**src/rtl/tswns_pkg.sv**
```systemverilog
package tswns_pkg;

  typedef enum logic [3:0] {
    REQ_ALLOC      = 4'd0,
    REQ_START      = 4'd1,
    REQ_SCHEDULE   = 4'd2,
    REQ_YIELD      = 4'd3,
    REQ_EXIT       = 4'd4,
    REQ_WAIT       = 4'd5,
    REQ_NOTIFY_ONE = 4'd6,
    REQ_NOTIFY_ALL = 4'd7,
    REQ_NOTIFY_ANY = 4'd8
  } req_e;

  typedef enum logic [2:0] {
    SLOT_UNUSED   = 3'd0,
    SLOT_EMBRYO   = 3'd1,
    SLOT_READY    = 3'd2,
    SLOT_RUNNING  = 3'd3,
    SLOT_SLEEPING = 3'd4,
    SLOT_ZOMBIE   = 3'd5
  } slot_st_e;

  typedef enum logic [2:0] {
    S_IDLE,
    S_FIX,
    S_SCAN,
    S_ONE,
    S_EXEC
  } state_e;

  localparam logic [1:0] RSP_OK      = 2'd0;
  localparam logic [1:0] RSP_NO_SLOT = 2'd1;
  localparam logic [1:0] RSP_NONE    = 2'd2;
  localparam logic [1:0] RSP_REJECT  = 2'd3;

  typedef struct packed {
    logic [3:0] req_type;
    logic [3:0] target_slot;
    logic [7:0] channel_id;
  } req_t;

  typedef struct packed {
    logic [1:0] status;
    logic [3:0] slot_index;
    logic [4:0] alive_count;
  } rsp_t;

endpackage

```
**src/rtl/thread_slot_wait_notify_scheduler.sv**
```systemverilog
// Yield, exit, wait and unknown requests pass through the execute state, notify one
// through its own state. Alloc and notify any scan until a hit or the last slot, start
// and notify all scan every slot, and schedule fixes the current slot before its scan;
// the scan checks one slot per cycle against the channel store. A new request is taken
// in the cycle the strobe shows. The receiver cannot stall; busy alone paces requests.
// Reset clears all slots to unused and not waiting; the channel store is not reset.
module thread_slot_wait_notify_scheduler #(
  parameter int SLOTS        = 16,
  parameter int CHANNEL_BITS = 8
) (
  input  logic              clk_i,
  input  logic              rst_ni,
  input  logic              start,
  output logic              busy,
  input  tswns_pkg::req_t   req_i,
  output logic              done_o,
  output tswns_pkg::rsp_t   rsp_o
);
  import tswns_pkg::*;

  localparam int IW = $clog2(SLOTS);
  localparam int AW = $clog2(SLOTS + 1);
  localparam int CB = CHANNEL_BITS;

  state_e                  state_q, state_d;
  slot_st_e                slot_st_q [SLOTS];
  slot_st_e                slot_st_d [SLOTS];
  logic [SLOTS-1:0]        wait_q, wait_d;
  logic [CB-1:0]           chan_mem [SLOTS];
  logic [CB-1:0]           mem_rd_q;
  logic                    mem_we;

  req_e                    req_q, req_d;
  logic [CB-1:0]           ch_q, ch_d;
  logic                    tgt_ok_q, tgt_ok_d;
  logic [IW-1:0]           idx_q, idx_d;
  logic [IW-1:0]           cnt_q, cnt_d;
  logic [IW-1:0]           cur_q, cur_d;
  logic                    has_q, has_d;
  logic [IW-1:0]           lw_q, lw_d;
  logic                    found_q, found_d;
  logic [IW-1:0]           first_q, first_d;
  logic [AW-1:0]           alive_q, alive_d;
  logic                    done_q, done_d;
  rsp_t                    rsp_q, rsp_d;

  logic [IW+3:0]           tgt_ext;
  logic [CB+7:0]           ch_ext;
  slot_st_e                st_idx, st_cur;
  logic                    match, last, hit, scan_end, run_ok;
  logic [1:0]              out_status;
  logic [IW-1:0]           out_slot;
  logic [IW+3:0]           slot_ext;
  logic [AW+4:0]           alive_ext;

  function automatic logic [IW-1:0] nxt_idx(input logic [IW-1:0] i);
    return (i == IW'(SLOTS - 1)) ? '0 : i + IW'(1);
  endfunction

  assign tgt_ext  = {{IW{1'b0}}, req_i.target_slot};
  assign ch_ext   = {{CB{1'b0}}, req_i.channel_id};
  assign st_idx   = slot_st_q[idx_q];
  assign st_cur   = slot_st_q[cur_q];
  assign match    = wait_q[idx_q] && (mem_rd_q == ch_q);
  assign last     = (cnt_q == IW'(SLOTS - 1));
  assign run_ok   = has_q && (st_cur == SLOT_RUNNING);

  always_comb begin
    case (req_q)
      REQ_ALLOC:      hit = (st_idx == SLOT_UNUSED);
      REQ_SCHEDULE:   hit = (st_idx == SLOT_READY);
      REQ_NOTIFY_ANY: hit = match;
      default:        hit = 1'b0;
    endcase
  end

  assign scan_end = hit || last;

  // Next state.
  always_comb begin
    state_d = state_q;
    unique case (state_q)
      S_IDLE: begin
        if (start) begin
          unique case (req_e'(req_i.req_type))
            REQ_SCHEDULE:   state_d = S_FIX;
            REQ_ALLOC, REQ_START, REQ_NOTIFY_ALL, REQ_NOTIFY_ANY: state_d = S_SCAN;
            REQ_NOTIFY_ONE: state_d = S_ONE;
            default:        state_d = S_EXEC;
          endcase
        end
      end
      S_FIX:  state_d = S_SCAN;
      S_SCAN: begin
        if (scan_end) begin
          state_d = S_IDLE;
        end
      end
      S_ONE:  state_d = S_IDLE;
      S_EXEC: state_d = S_IDLE;
      default: state_d = S_IDLE;
    endcase
  end

  // Datapath and slot table updates.
  always_comb begin
    slot_st_d  = slot_st_q;
    wait_d     = wait_q;
    mem_we     = 1'b0;
    req_d      = req_q;
    ch_d       = ch_q;
    tgt_ok_d   = tgt_ok_q;
    idx_d      = idx_q;
    cnt_d      = cnt_q;
    cur_d      = cur_q;
    has_d      = has_q;
    lw_d       = lw_q;
    found_d    = found_q;
    first_d    = first_q;
    alive_d    = alive_q;
    done_d     = 1'b0;
    out_status = RSP_OK;
    out_slot   = '0;

    unique case (state_q)
      S_IDLE: begin
        if (start) begin
          req_d    = req_e'(req_i.req_type);
          ch_d     = ch_ext[CB-1:0];
          tgt_ok_d = (tgt_ext < (IW+4)'(SLOTS));
          cnt_d    = '0;
          found_d  = 1'b0;
          first_d  = '0;
          unique case (req_e'(req_i.req_type))
            REQ_NOTIFY_ANY: idx_d = nxt_idx(lw_q);
            REQ_NOTIFY_ONE: idx_d = tgt_ext[IW-1:0];
            default:        idx_d = '0;
          endcase
        end
      end
      S_FIX: begin
        // A zombie is reclaimed; a slot still running is preempted.
        if (st_cur == SLOT_ZOMBIE) begin
          slot_st_d[cur_q] = SLOT_UNUSED;
          alive_d          = alive_q - AW'(1);
        end else if (run_ok) begin
          slot_st_d[cur_q] = SLOT_READY;
        end
        has_d = 1'b0;
        idx_d = nxt_idx(cur_q);
      end
      S_SCAN: begin
        cnt_d = cnt_q + IW'(1);
        idx_d = nxt_idx(idx_q);
        case (req_q)
          REQ_ALLOC: begin
            if (hit) begin
              slot_st_d[idx_q] = SLOT_EMBRYO;
              wait_d[idx_q]    = 1'b0;
              alive_d          = alive_q + AW'(1);
              out_slot         = idx_q;
            end else begin
              out_status = RSP_NO_SLOT;
            end
          end
          REQ_START: begin
            if (st_idx == SLOT_EMBRYO) begin
              slot_st_d[idx_q] = SLOT_READY;
            end
          end
          REQ_SCHEDULE: begin
            if (hit) begin
              slot_st_d[idx_q] = SLOT_RUNNING;
              cur_d            = idx_q;
              has_d            = 1'b1;
              out_slot         = idx_q;
            end else begin
              out_status = RSP_NONE;
            end
          end
          REQ_NOTIFY_ALL: begin
            if (match) begin
              slot_st_d[idx_q] = SLOT_READY;
              wait_d[idx_q]    = 1'b0;
              found_d          = 1'b1;
              if (!found_q) begin
                first_d = idx_q;
              end
            end
            out_status = found_d ? RSP_OK : RSP_NONE;
            out_slot   = found_d ? first_d : '0;
          end
          REQ_NOTIFY_ANY: begin
            if (hit) begin
              slot_st_d[idx_q] = SLOT_READY;
              wait_d[idx_q]    = 1'b0;
              lw_d             = idx_q;
              out_slot         = idx_q;
            end else begin
              out_status = RSP_NONE;
            end
          end
          default: ;
        endcase
        done_d = scan_end;
      end
      S_ONE: begin
        if (tgt_ok_q && match) begin
          slot_st_d[idx_q] = SLOT_READY;
          wait_d[idx_q]    = 1'b0;
          out_slot         = idx_q;
        end else begin
          out_status = RSP_REJECT;
        end
        done_d = 1'b1;
      end
      S_EXEC: begin
        if (req_q == REQ_YIELD || req_q == REQ_EXIT || req_q == REQ_WAIT) begin
          if (run_ok) begin
            case (req_q)
              REQ_YIELD: slot_st_d[cur_q] = SLOT_READY;
              REQ_EXIT:  slot_st_d[cur_q] = SLOT_ZOMBIE;
              default: begin
                slot_st_d[cur_q] = SLOT_SLEEPING;
                wait_d[cur_q]    = 1'b1;
                mem_we           = 1'b1;
              end
            endcase
            has_d    = 1'b0;
            out_slot = cur_q;
          end else begin
            out_status = RSP_REJECT;
          end
        end
        done_d = 1'b1;
      end
      default: ;
    endcase
  end

  assign slot_ext  = {4'b0, out_slot};
  assign alive_ext = {5'b0, alive_d};

  always_comb begin
    rsp_d = rsp_q;
    if (done_d) begin
      rsp_d.status      = out_status;
      rsp_d.slot_index  = slot_ext[3:0];
      rsp_d.alive_count = alive_ext[4:0];
    end
  end

  always_ff @(posedge clk_i or negedge rst_ni) begin
    if (!rst_ni) begin
      state_q <= S_IDLE;
      for (int i = 0; i < SLOTS; i++) begin
        slot_st_q[i] <= SLOT_UNUSED;
      end
      wait_q  <= '0;
      cur_q   <= '0;
      has_q   <= 1'b0;
      lw_q    <= IW'(SLOTS - 1);
      alive_q <= '0;
      done_q  <= 1'b0;
      req_q   <= REQ_ALLOC;
      cnt_q   <= '0;
      idx_q   <= '0;
      found_q <= 1'b0;
    end else begin
      state_q   <= state_d;
      slot_st_q <= slot_st_d;
      wait_q    <= wait_d;
      cur_q     <= cur_d;
      has_q     <= has_d;
      lw_q      <= lw_d;
      alive_q   <= alive_d;
      done_q    <= done_d;
      req_q     <= req_d;
      cnt_q     <= cnt_d;
      idx_q     <= idx_d;
      found_q   <= found_d;
    end
  end

  always_ff @(posedge clk_i) begin
    ch_q     <= ch_d;
    tgt_ok_q <= tgt_ok_d;
    first_q  <= first_d;
    rsp_q    <= rsp_d;
  end

  // Channel store: one write port for wait, one registered read that runs one slot
  // ahead of the scan.
  always_ff @(posedge clk_i) begin
    if (mem_we) begin
      chan_mem[cur_q] <= ch_q;
    end
    mem_rd_q <= chan_mem[idx_d];
  end

  assign busy   = (state_q != S_IDLE);
  assign done_o = done_q;
  assign rsp_o  = rsp_q;

endmodule

```
**config.mk**
```make
export PLATFORM = sky130hd
export DESIGN_NAME = thread_slot_wait_notify_scheduler
export DESIGN_NICKNAME = d
export VERILOG_FILES = /design/src/rtl/tswns_pkg.sv /design/src/rtl/thread_slot_wait_notify_scheduler.sv
export SDC_FILE = /design/constraint.sdc
export NUM_CORES = 1
export LEC_CHECK = 0
export BUFFER_PORTS_ARGS = -buffer_cell sky130_fd_sc_hd__buf_2
export CAP_MARGIN = 30
export CORE_UTILIZATION = 35
export CTS_CLUSTER_SIZE = 28
export DETAILED_ROUTE_END_ITERATION = 12
export SKIP_CTS_REPAIR_TIMING = 1
export SLEW_MARGIN = 20
export SYNTH_ARGS = -nofsm -noshare
export SYNTH_HDL_FRONTEND = slang
export SYNTH_SLANG_ARGS = --single-unit
```
**constraint.sdc**
```tcl
create_clock -name clk_i -period 3.9 [get_ports clk_i]
set_clock_uncertainty 0.05 [all_clocks]
set_input_delay 0.78 -clock clk_i [delete_from_list [all_inputs] [get_ports clk_i]]
set_output_delay 0.78 -clock clk_i [all_outputs]
set_load 0.02 [all_outputs]
```
---- Word-level counts from Yosys, hierarchy flattened ----
Memory sizes are Yosys's and may differ from the RTL's. A register that Yosys moved wholly into a read port is not among the register bits.
Index checks and enable logic that the tools add are counted.
word-level totals
  register bits after elaboration ......... 119
  bits in latches ......................... 0
  bits in writable memories ............... 128
  memory bits (read-only) ................. 0
  bits of input ports ..................... 19
  output and inout port bits .............. 13
  memories kept ........................... 1
operators by class
  $add $sub $neg .......................... 6
  multipliers ............................. 0
  div/mod/pow operators ................... 0
  $lt $le $gt $ge ......................... 9
  equality and inequality tests ........... 43
  shifts and indexed selects .............. 0
  mux-type cells .......................... 91
  bitwise gates (word level) .............. 25
  reduce and logical (&&, ||, !) cells .... 34
memory list
  memory    words  width  read ports  clocked after Yosys merged registers in  write ports  line                                     RTL
  chan_mem  16     8      1           1                                        1            thread_slot_wait_notify_scheduler.sv:29  logic [CB-1:0] chan_mem [SLOTS];
operators with widths
  kind                                           count
  2-to-1 mux 48 bit                              10
  case mux 48 bit (5 select lines)               1
  case mux 48 bit (4 select lines)               1
  AND 32 bit                                     4
  NOT 32 bit                                     4
  2-to-1 mux 16 bit                              6
  case mux 48 bit (2 select lines)               1
  OR 16 bit                                      5
  OR 32 bit                                      2
  2-to-1 mux 4 bit                               13
  AND 16 bit                                     3
  AND 48 bit                                     1
  NOT 16 bit                                     3
  NOT 48 bit                                     1
  case mux 16 bit (3 select lines)               1
  case mux 16 bit (2 select lines)               1
  case mux 4 bit (2 select lines)                4
  binary-select mux 3 bit (select 4 bit)         2
  demux 3 bit (select 4 bit)                     2
  == test 4 bit, second input constant           6
  2-to-1 mux 3 bit                               8
  case mux 4 bit (3 select lines)                2
  inequality test 3 bit, second input constant   7
  == test 4 x 3 -> 1 bit, second input constant  5
  other kinds (43)                               115

---- Longest topological paths before layout ----
  word-level depth ........................ 11
  mapped depth ............................ 14
  depth with buffers taken out ............ 10

---- Least setup slack after synthesis ----
OpenSTA, ideal clock, no wires.
  path kind ............................... reg2reg
  start ................................... reg idx_q[0]
  end ..................................... reg rsp_q, in the netlist rsp_o[0] (enable)
  library setup time ...................... 387 ps
  data arrival time ....................... 2720 ps
  path slack .............................. 744 ps
  cell stages (with the launch flop) ...... 8
  path buffers ............................ 1
  clock period less this slack ............ 3156 ps
  cell sequence ........................... dfrtp_1 > buf_6 > mux4_2 > mux2_2 > mux2_1 > a311oi_2 > a21oi_2 > o221ai_1
on the way
  word-level cells in the longest chain between the ends .. 8
ends and longest elaborated chain
  element                                                      line                                                                              RTL
  from (decl)                                                  thread_slot_wait_notify_scheduler.sv:36                                           logic [IW-1:0] idx_q, idx_d;
  from (signal assigned)                                       thread_slot_wait_notify_scheduler.sv:280                                          idx_q <= idx_d;
  NOT 4 -> 5 bit (implied by the code)                         thread_slot_wait_notify_scheduler.sv:62                                           assign st_idx = slot_st_q[idx_q];
  binary-select mux 3 bit (select 4 bit)                       thread_slot_wait_notify_scheduler.sv:62
  2-to-1 mux 3 bit (implied by the code) (2 in series)         thread_slot_wait_notify_scheduler.sv:62
  == test 3 x 2 -> 1 bit or logical NOT 3 bit (tied branches)  thread_slot_wait_notify_scheduler.sv:71, thread_slot_wait_notify_scheduler.sv:70
  case mux 1 bit (3 select lines) (*)                          thread_slot_wait_notify_scheduler.sv:69                                           case (req_q)
  logical OR 1 bit (*)                                         thread_slot_wait_notify_scheduler.sv:77                                           assign scan_end = hit || last;
  case mux 1 bit (2 select lines) (*)                          thread_slot_wait_notify_scheduler.sv:125                                          unique case (state_q)
  net done_d                                                   thread_slot_wait_notify_scheduler.sv:44                                           logic done_q, done_d;
  to (signal assigned)                                         thread_slot_wait_notify_scheduler.sv:289                                          rsp_q <= rsp_d;
  to (decl)                                                    thread_slot_wait_notify_scheduler.sv:45                                           rsp_t rsp_q, rsp_d;
Mark *: on every way through the listed nets, which the timed path passes. The rest lies on a longest branch. The select of a mux whose other input is x is not followed.
A chain may end at the register's enable or synchronous reset.

---- Final worst setup path ----
  start ................................... reg cur_q[0]
  end ..................................... reg slot_st_q[47] in the netlist's numbering
on the way
  word-level cells in the longest chain between the ends .. 11
ends and longest elaborated chain
  element                                                                                                         line                                      RTL
  from (decl)                                                                                                     thread_slot_wait_notify_scheduler.sv:38   logic [IW-1:0] cur_q, cur_d;
  from (signal assigned)                                                                                          thread_slot_wait_notify_scheduler.sv:273  cur_q <= cur_d;
  NOT 4 -> 5 bit (implied by the code) (*)                                                                        --
  greater-or-equal comparator 5 bit (implied by the code) or less-than comparator 5 x 1 -> 1 bit (tied branches)  --
  logical AND 1 bit (implied by the code)                                                                         --
  2-to-1 mux 3 bit (implied by the code)                                                                          --
  demux 3 bit (select 4 bit)                                                                                      --
  NOT 32 bit (no source line)                                                                                     --
  AND 32 bit (no source line)                                                                                     --
  case mux 48 bit (2 select lines)                                                                                thread_slot_wait_notify_scheduler.sv:220  case (req_q)
  2-to-1 mux 48 bit                                                                                               thread_slot_wait_notify_scheduler.sv:219  if (run_ok) begin
  2-to-1 mux 48 bit                                                                                               thread_slot_wait_notify_scheduler.sv:218  if (req_q == REQ_YIELD || req_q == REQ_EXIT || req_q == REQ_WAIT) begin
  case mux 48 bit (4 select lines)                                                                                thread_slot_wait_notify_scheduler.sv:125
  to (signal assigned)                                                                                            thread_slot_wait_notify_scheduler.sv:271  slot_st_q <= slot_st_d;
  to (decl)                                                                                                       thread_slot_wait_notify_scheduler.sv:26   slot_st_e slot_st_q [SLOTS];
Mark *: on every way between the ends. The rest lies on a longest branch, timed or not. The select of a mux whose other input is x is not followed.

==> summary.txt <==
Power and ir drop
  • Max IR drop VDD: 0.328 mV
  • Combinational power share: ~37%
  • Pint: 6090 µW
  • P_leak: 0.00550 µW
  • Flop pwr share: a little under two fifths
  • Sw power: ~3900 µW
  • Pwr Density: around 670 mW/mm²
  • Switching Share: around two fifths
  • Design Power: 9970 µW
  • Clk network pwr share: 26.3%

Synthesis
  • Main synth FF type: edfxtp_1
  • Async S/R FF share, synth: between 30 and 40%
  • Share of the synthesized area in the top cell type: 34.4%
  • Syn. warnings: 0
  • Seq cells post-synth: 254
  • Dominant cell by count in the synthesized netlist: nand2_1
  • Distinct cell type count after synthesis: 73
  • Largest area contributor in the netlist: edfxtp_1
  • Mapped Nets: around 1,300
  • Top cells by area, synth: edfxtp_1 (34%), dfrtp_1 (17%), nand2_1 (6.3%), mux4_2 (4.4%), a21oi_1 (3.5%)
  • Number of flops mapped to enable cells by yosys: 151
  • Register area share after synthesis: 53.8%
  • Post-Syn Area: between 0.01 and 0.015 mm²
  • Post-synth top cells: nand2_1 (220), edfxtp_1 (151), a21oi_1 (93), dfrtp_1 (91), nor2_1 (88)
  • Avg Inst Size Synth: around 10 µm²
  • Synthesized instance count: 1,269

Route
  • Initial DRC Count: approximately 1,200
  • Final WL: 37,900 µm
  • DRC viols: 0
  • DR vias: 10,500
  • DR WL/cell: 21.2 µm
  • Vias per cell: between 5 and 6
  • ANT nets after route: 0
  • Drt pass-1 iters: 6

Floorplan
  • Die area: 0.0384 mm²
  • Die Height: 196 µm
  • Core footprint: 0.0368 mm²
  • Row count: 70
  • Initial Utilization: a little over a third
  • Die W: 196 µm
  • Boundary Pins: 32

STA
  • Fin crit share: 94.5%
  • Slew Viols, Final: 0
  • RSZ-0062 raised after global routing: no
  • Minimum clock period: 3690 ps
  • TNS Setup: 0 ps
  • Setup violations, final: 0
  • Hold Fails Final Rpt: 0
  • Max-Slew Margin vs Limit: 32.8%
  • Max Fclk: 0.271 GHz
  • Worst slew pin tran: 1010 ps

Cells and area
  • Multi-input logic area: between 0.005 and 0.006 mm²
  • N_diodes: 0
  • Share of layout cells above drive strength 1: 14.9%
  • Final nets: 1,328
  • Area grow syn2layout: 13.7%
  • FILL cells: 3,527
  • Register Area: 0.00708 mm²

Critical path
  • Worst Setup EP: slot_st_q[47]$_DFFE_PN0P_
  • Setup CP Type: reg2reg
  • Worst path arrival time: 4060 ps
  • R2r setup slk: between 200 and 250 ps
  • Critical path origin: cur_q[0]$_DFFE_PN0P_
  • RR Startpoint: cur_q[0]$_DFFE_PN0P_
  • RR Endpoint: slot_st_q[47]$_DFFE_PN0P_
  • CP Max Fanout: 35
  • CP required: roughly 4300 ps
  • FF-to-FF path depth: 9
  • Worst Setup Start Kind: register
  • CP Capture Type: register

Clocking
  • H-tree Lvls: 1
  • Clk root buf: clkbuf_16
  • Clock Sinks: 254
  • TritonCTS clock tree: yes
  • Clock Path Buffers: 3
  • Clock transition at path regs: 60 ps
  • CTS Buf Count: 28
  • Clock Latency Late Sink: 560 ps

Place
  • Gp weighted congestion: 0.893
  • DPL Wire Length: 25,100 µm
  • Port Buf Inserts: 31

Global routing
  • Global-route usage over all layers: between 10% and 20%
  • First-pass GRT wire length: between 50,000 and 60,000 µm
  • Largest net degree at the start of global routing: 80
  • Initial antenna violation count: 0
  • Total grt overflow: 0
  • Vias in the first global route: roughly 9,900

Job
  • Max Cap Violations: 0

Outcome
  • Outcome: complete, no violations

Min path
  • HP Class: in2async
-- logic make-up after synthesis --
logic type,share of synthesized area (%)
and+or+nand+nor,15.8
adders and majority gates,1.14
DFF,53.8
muxes,6.17
AOI/OAI and AO/OA,18.2
xor gates and xnor gates,1.13
buffers and inverters,3.78
-- cells in the final DEF (no fill, tap or decap), types with 5 or more instances in the layout --
| cell | netlist | routed |
|---|---|---|
| a31oi_1 | 37 | 37 |
| nand2_1 | 220 | 220 |
| a211oi_1 | 27 | 27 |
| o22a_1 | 25 | 25 |
| a311oi_1 | 16 | 16 |
| nand3_1 | 9 | 9 |
| a22oi_1 | 13 | 13 |
| clkbuf_16 | 0 | 28 |
| and2_1 | 20 | 20 |
| nor3_1 | 21 | 21 |
| clkinv_2 | 0 | 7 |
| buf_4 | 1 | 67 |
| nand2b_1 | 15 | 15 |
| mux4_2 | 26 | 26 |
| nor2b_1 | 13 | 13 |
| a22o_1 | 5 | 5 |
| inv_1 | 16 | 15 |
| mux2i_1 | 8 | 8 |
| o21ai_0 | 68 | 68 |
| a21oi_1 | 93 | 91 |
| o31ai_1 | 7 | 7 |
| ha_1 | 12 | 12 |
| buf_2 | 16 | 30 |
| edfxtp_1 | 151 | 151 |
| nor2_1 | 88 | 88 |
| and3_1 | 38 | 38 |
| o22ai_1 | 22 | 22 |
| o2bb2ai_1 | 14 | 14 |
| mux2_2 | 10 | 10 |
| xor2_1 | 12 | 12 |
| clkinv_1 | 1 | 8 |
| nor4b_1 | 5 | 5 |
| xnor2_1 | 5 | 5 |
| dfrtp_1 | 91 | 91 |
| dfxtp_1 | 8 | 8 |
-- cell type report --
| cell class | count | area share [%] |
|---|---|---|
| clock buffer | 32 | 4.85 |
| multi-input combinational | 895 | 37.5 |
| clock inverter | 20 | 1.23 |
| tap | 468 | 3.91 |
| timing repair buffer | 101 | 4.84 |
| sequential | 254 | 47.3 |
| inverter | 17 | 0.426 |
-- flip-flops by register name, summed over array words and instances, names as in the netlist, 5 cells and up, named ones only --
name / cells
chan_mem: 128
mem_rd_q: 8
wait_q: 16
ch_q: 8
alive_q: 5
rsp_o: 11
slot_st_q: 32
-- routing by layer --
layer	global-route usage, %	vias up	wire length [µm]
met5	0	-	0
met3	2.92	75	2940
met2	30.2	468	17100
li1	-	4790	-
met1	29.2	5124	17000
met4	5.79	0	816
-- critical path: stages (launching register included) --
cell     delay, ps
dfrtp_1        880
mux4_2         590
a22o_1         240
nor2_1         220
and4_1         310
or3b_1         130
nand4_1        340
buf_4          400
o31ai_1        250
o21ai_0        120
-- stage by stage --
stage	instances	area (µm²)	util, %	hold WS (ps)	worst slack (ps)
floorplan	1269	13200	-	390	744
global placement	1734	14000	38.2	409	340
detailed placement	1734	14000	38.2	413	305
CTS	1786	15000	40.7	51.2	272
global route	1787	15000	40.7	58.2	71.8
finish	1787	15000	40.7	53.6	214
-- power by group through the flow --
stage                     Clock [µW]  Combinational (µW)  Sequential (µW)
after CTS                       2660                3620             3640
after global placement             0                3560             3680
after global routing            2770                4020             3700
after detailed placement           0                3610             3690
after floorplan                    0                2590             3530
final                           2630                3680             3660
-- how the worst min path moves through the flow --
stage,from,end,cells past startpoint
3_5_place_dp,alive_q[4]$_DFF_PN0_,alive_q[4]$_DFF_PN0_,1
4_1_cts,rst_ni,slot_st_q[30]$_DFFE_PN0P_,1
6_report,rst_ni,slot_st_q[44]$_DFFE_PN0P_,1
3_3_place_gp,alive_q[4]$_DFF_PN0_,alive_q[4]$_DFF_PN0_,1
2_1_floorplan,alive_q[4]$_DFF_PN0_,alive_q[4]$_DFF_PN0_,1
5_1_grt,rst_ni,slot_st_q[30]$_DFFE_PN0P_,1
(Power assumes the default switching activity.)
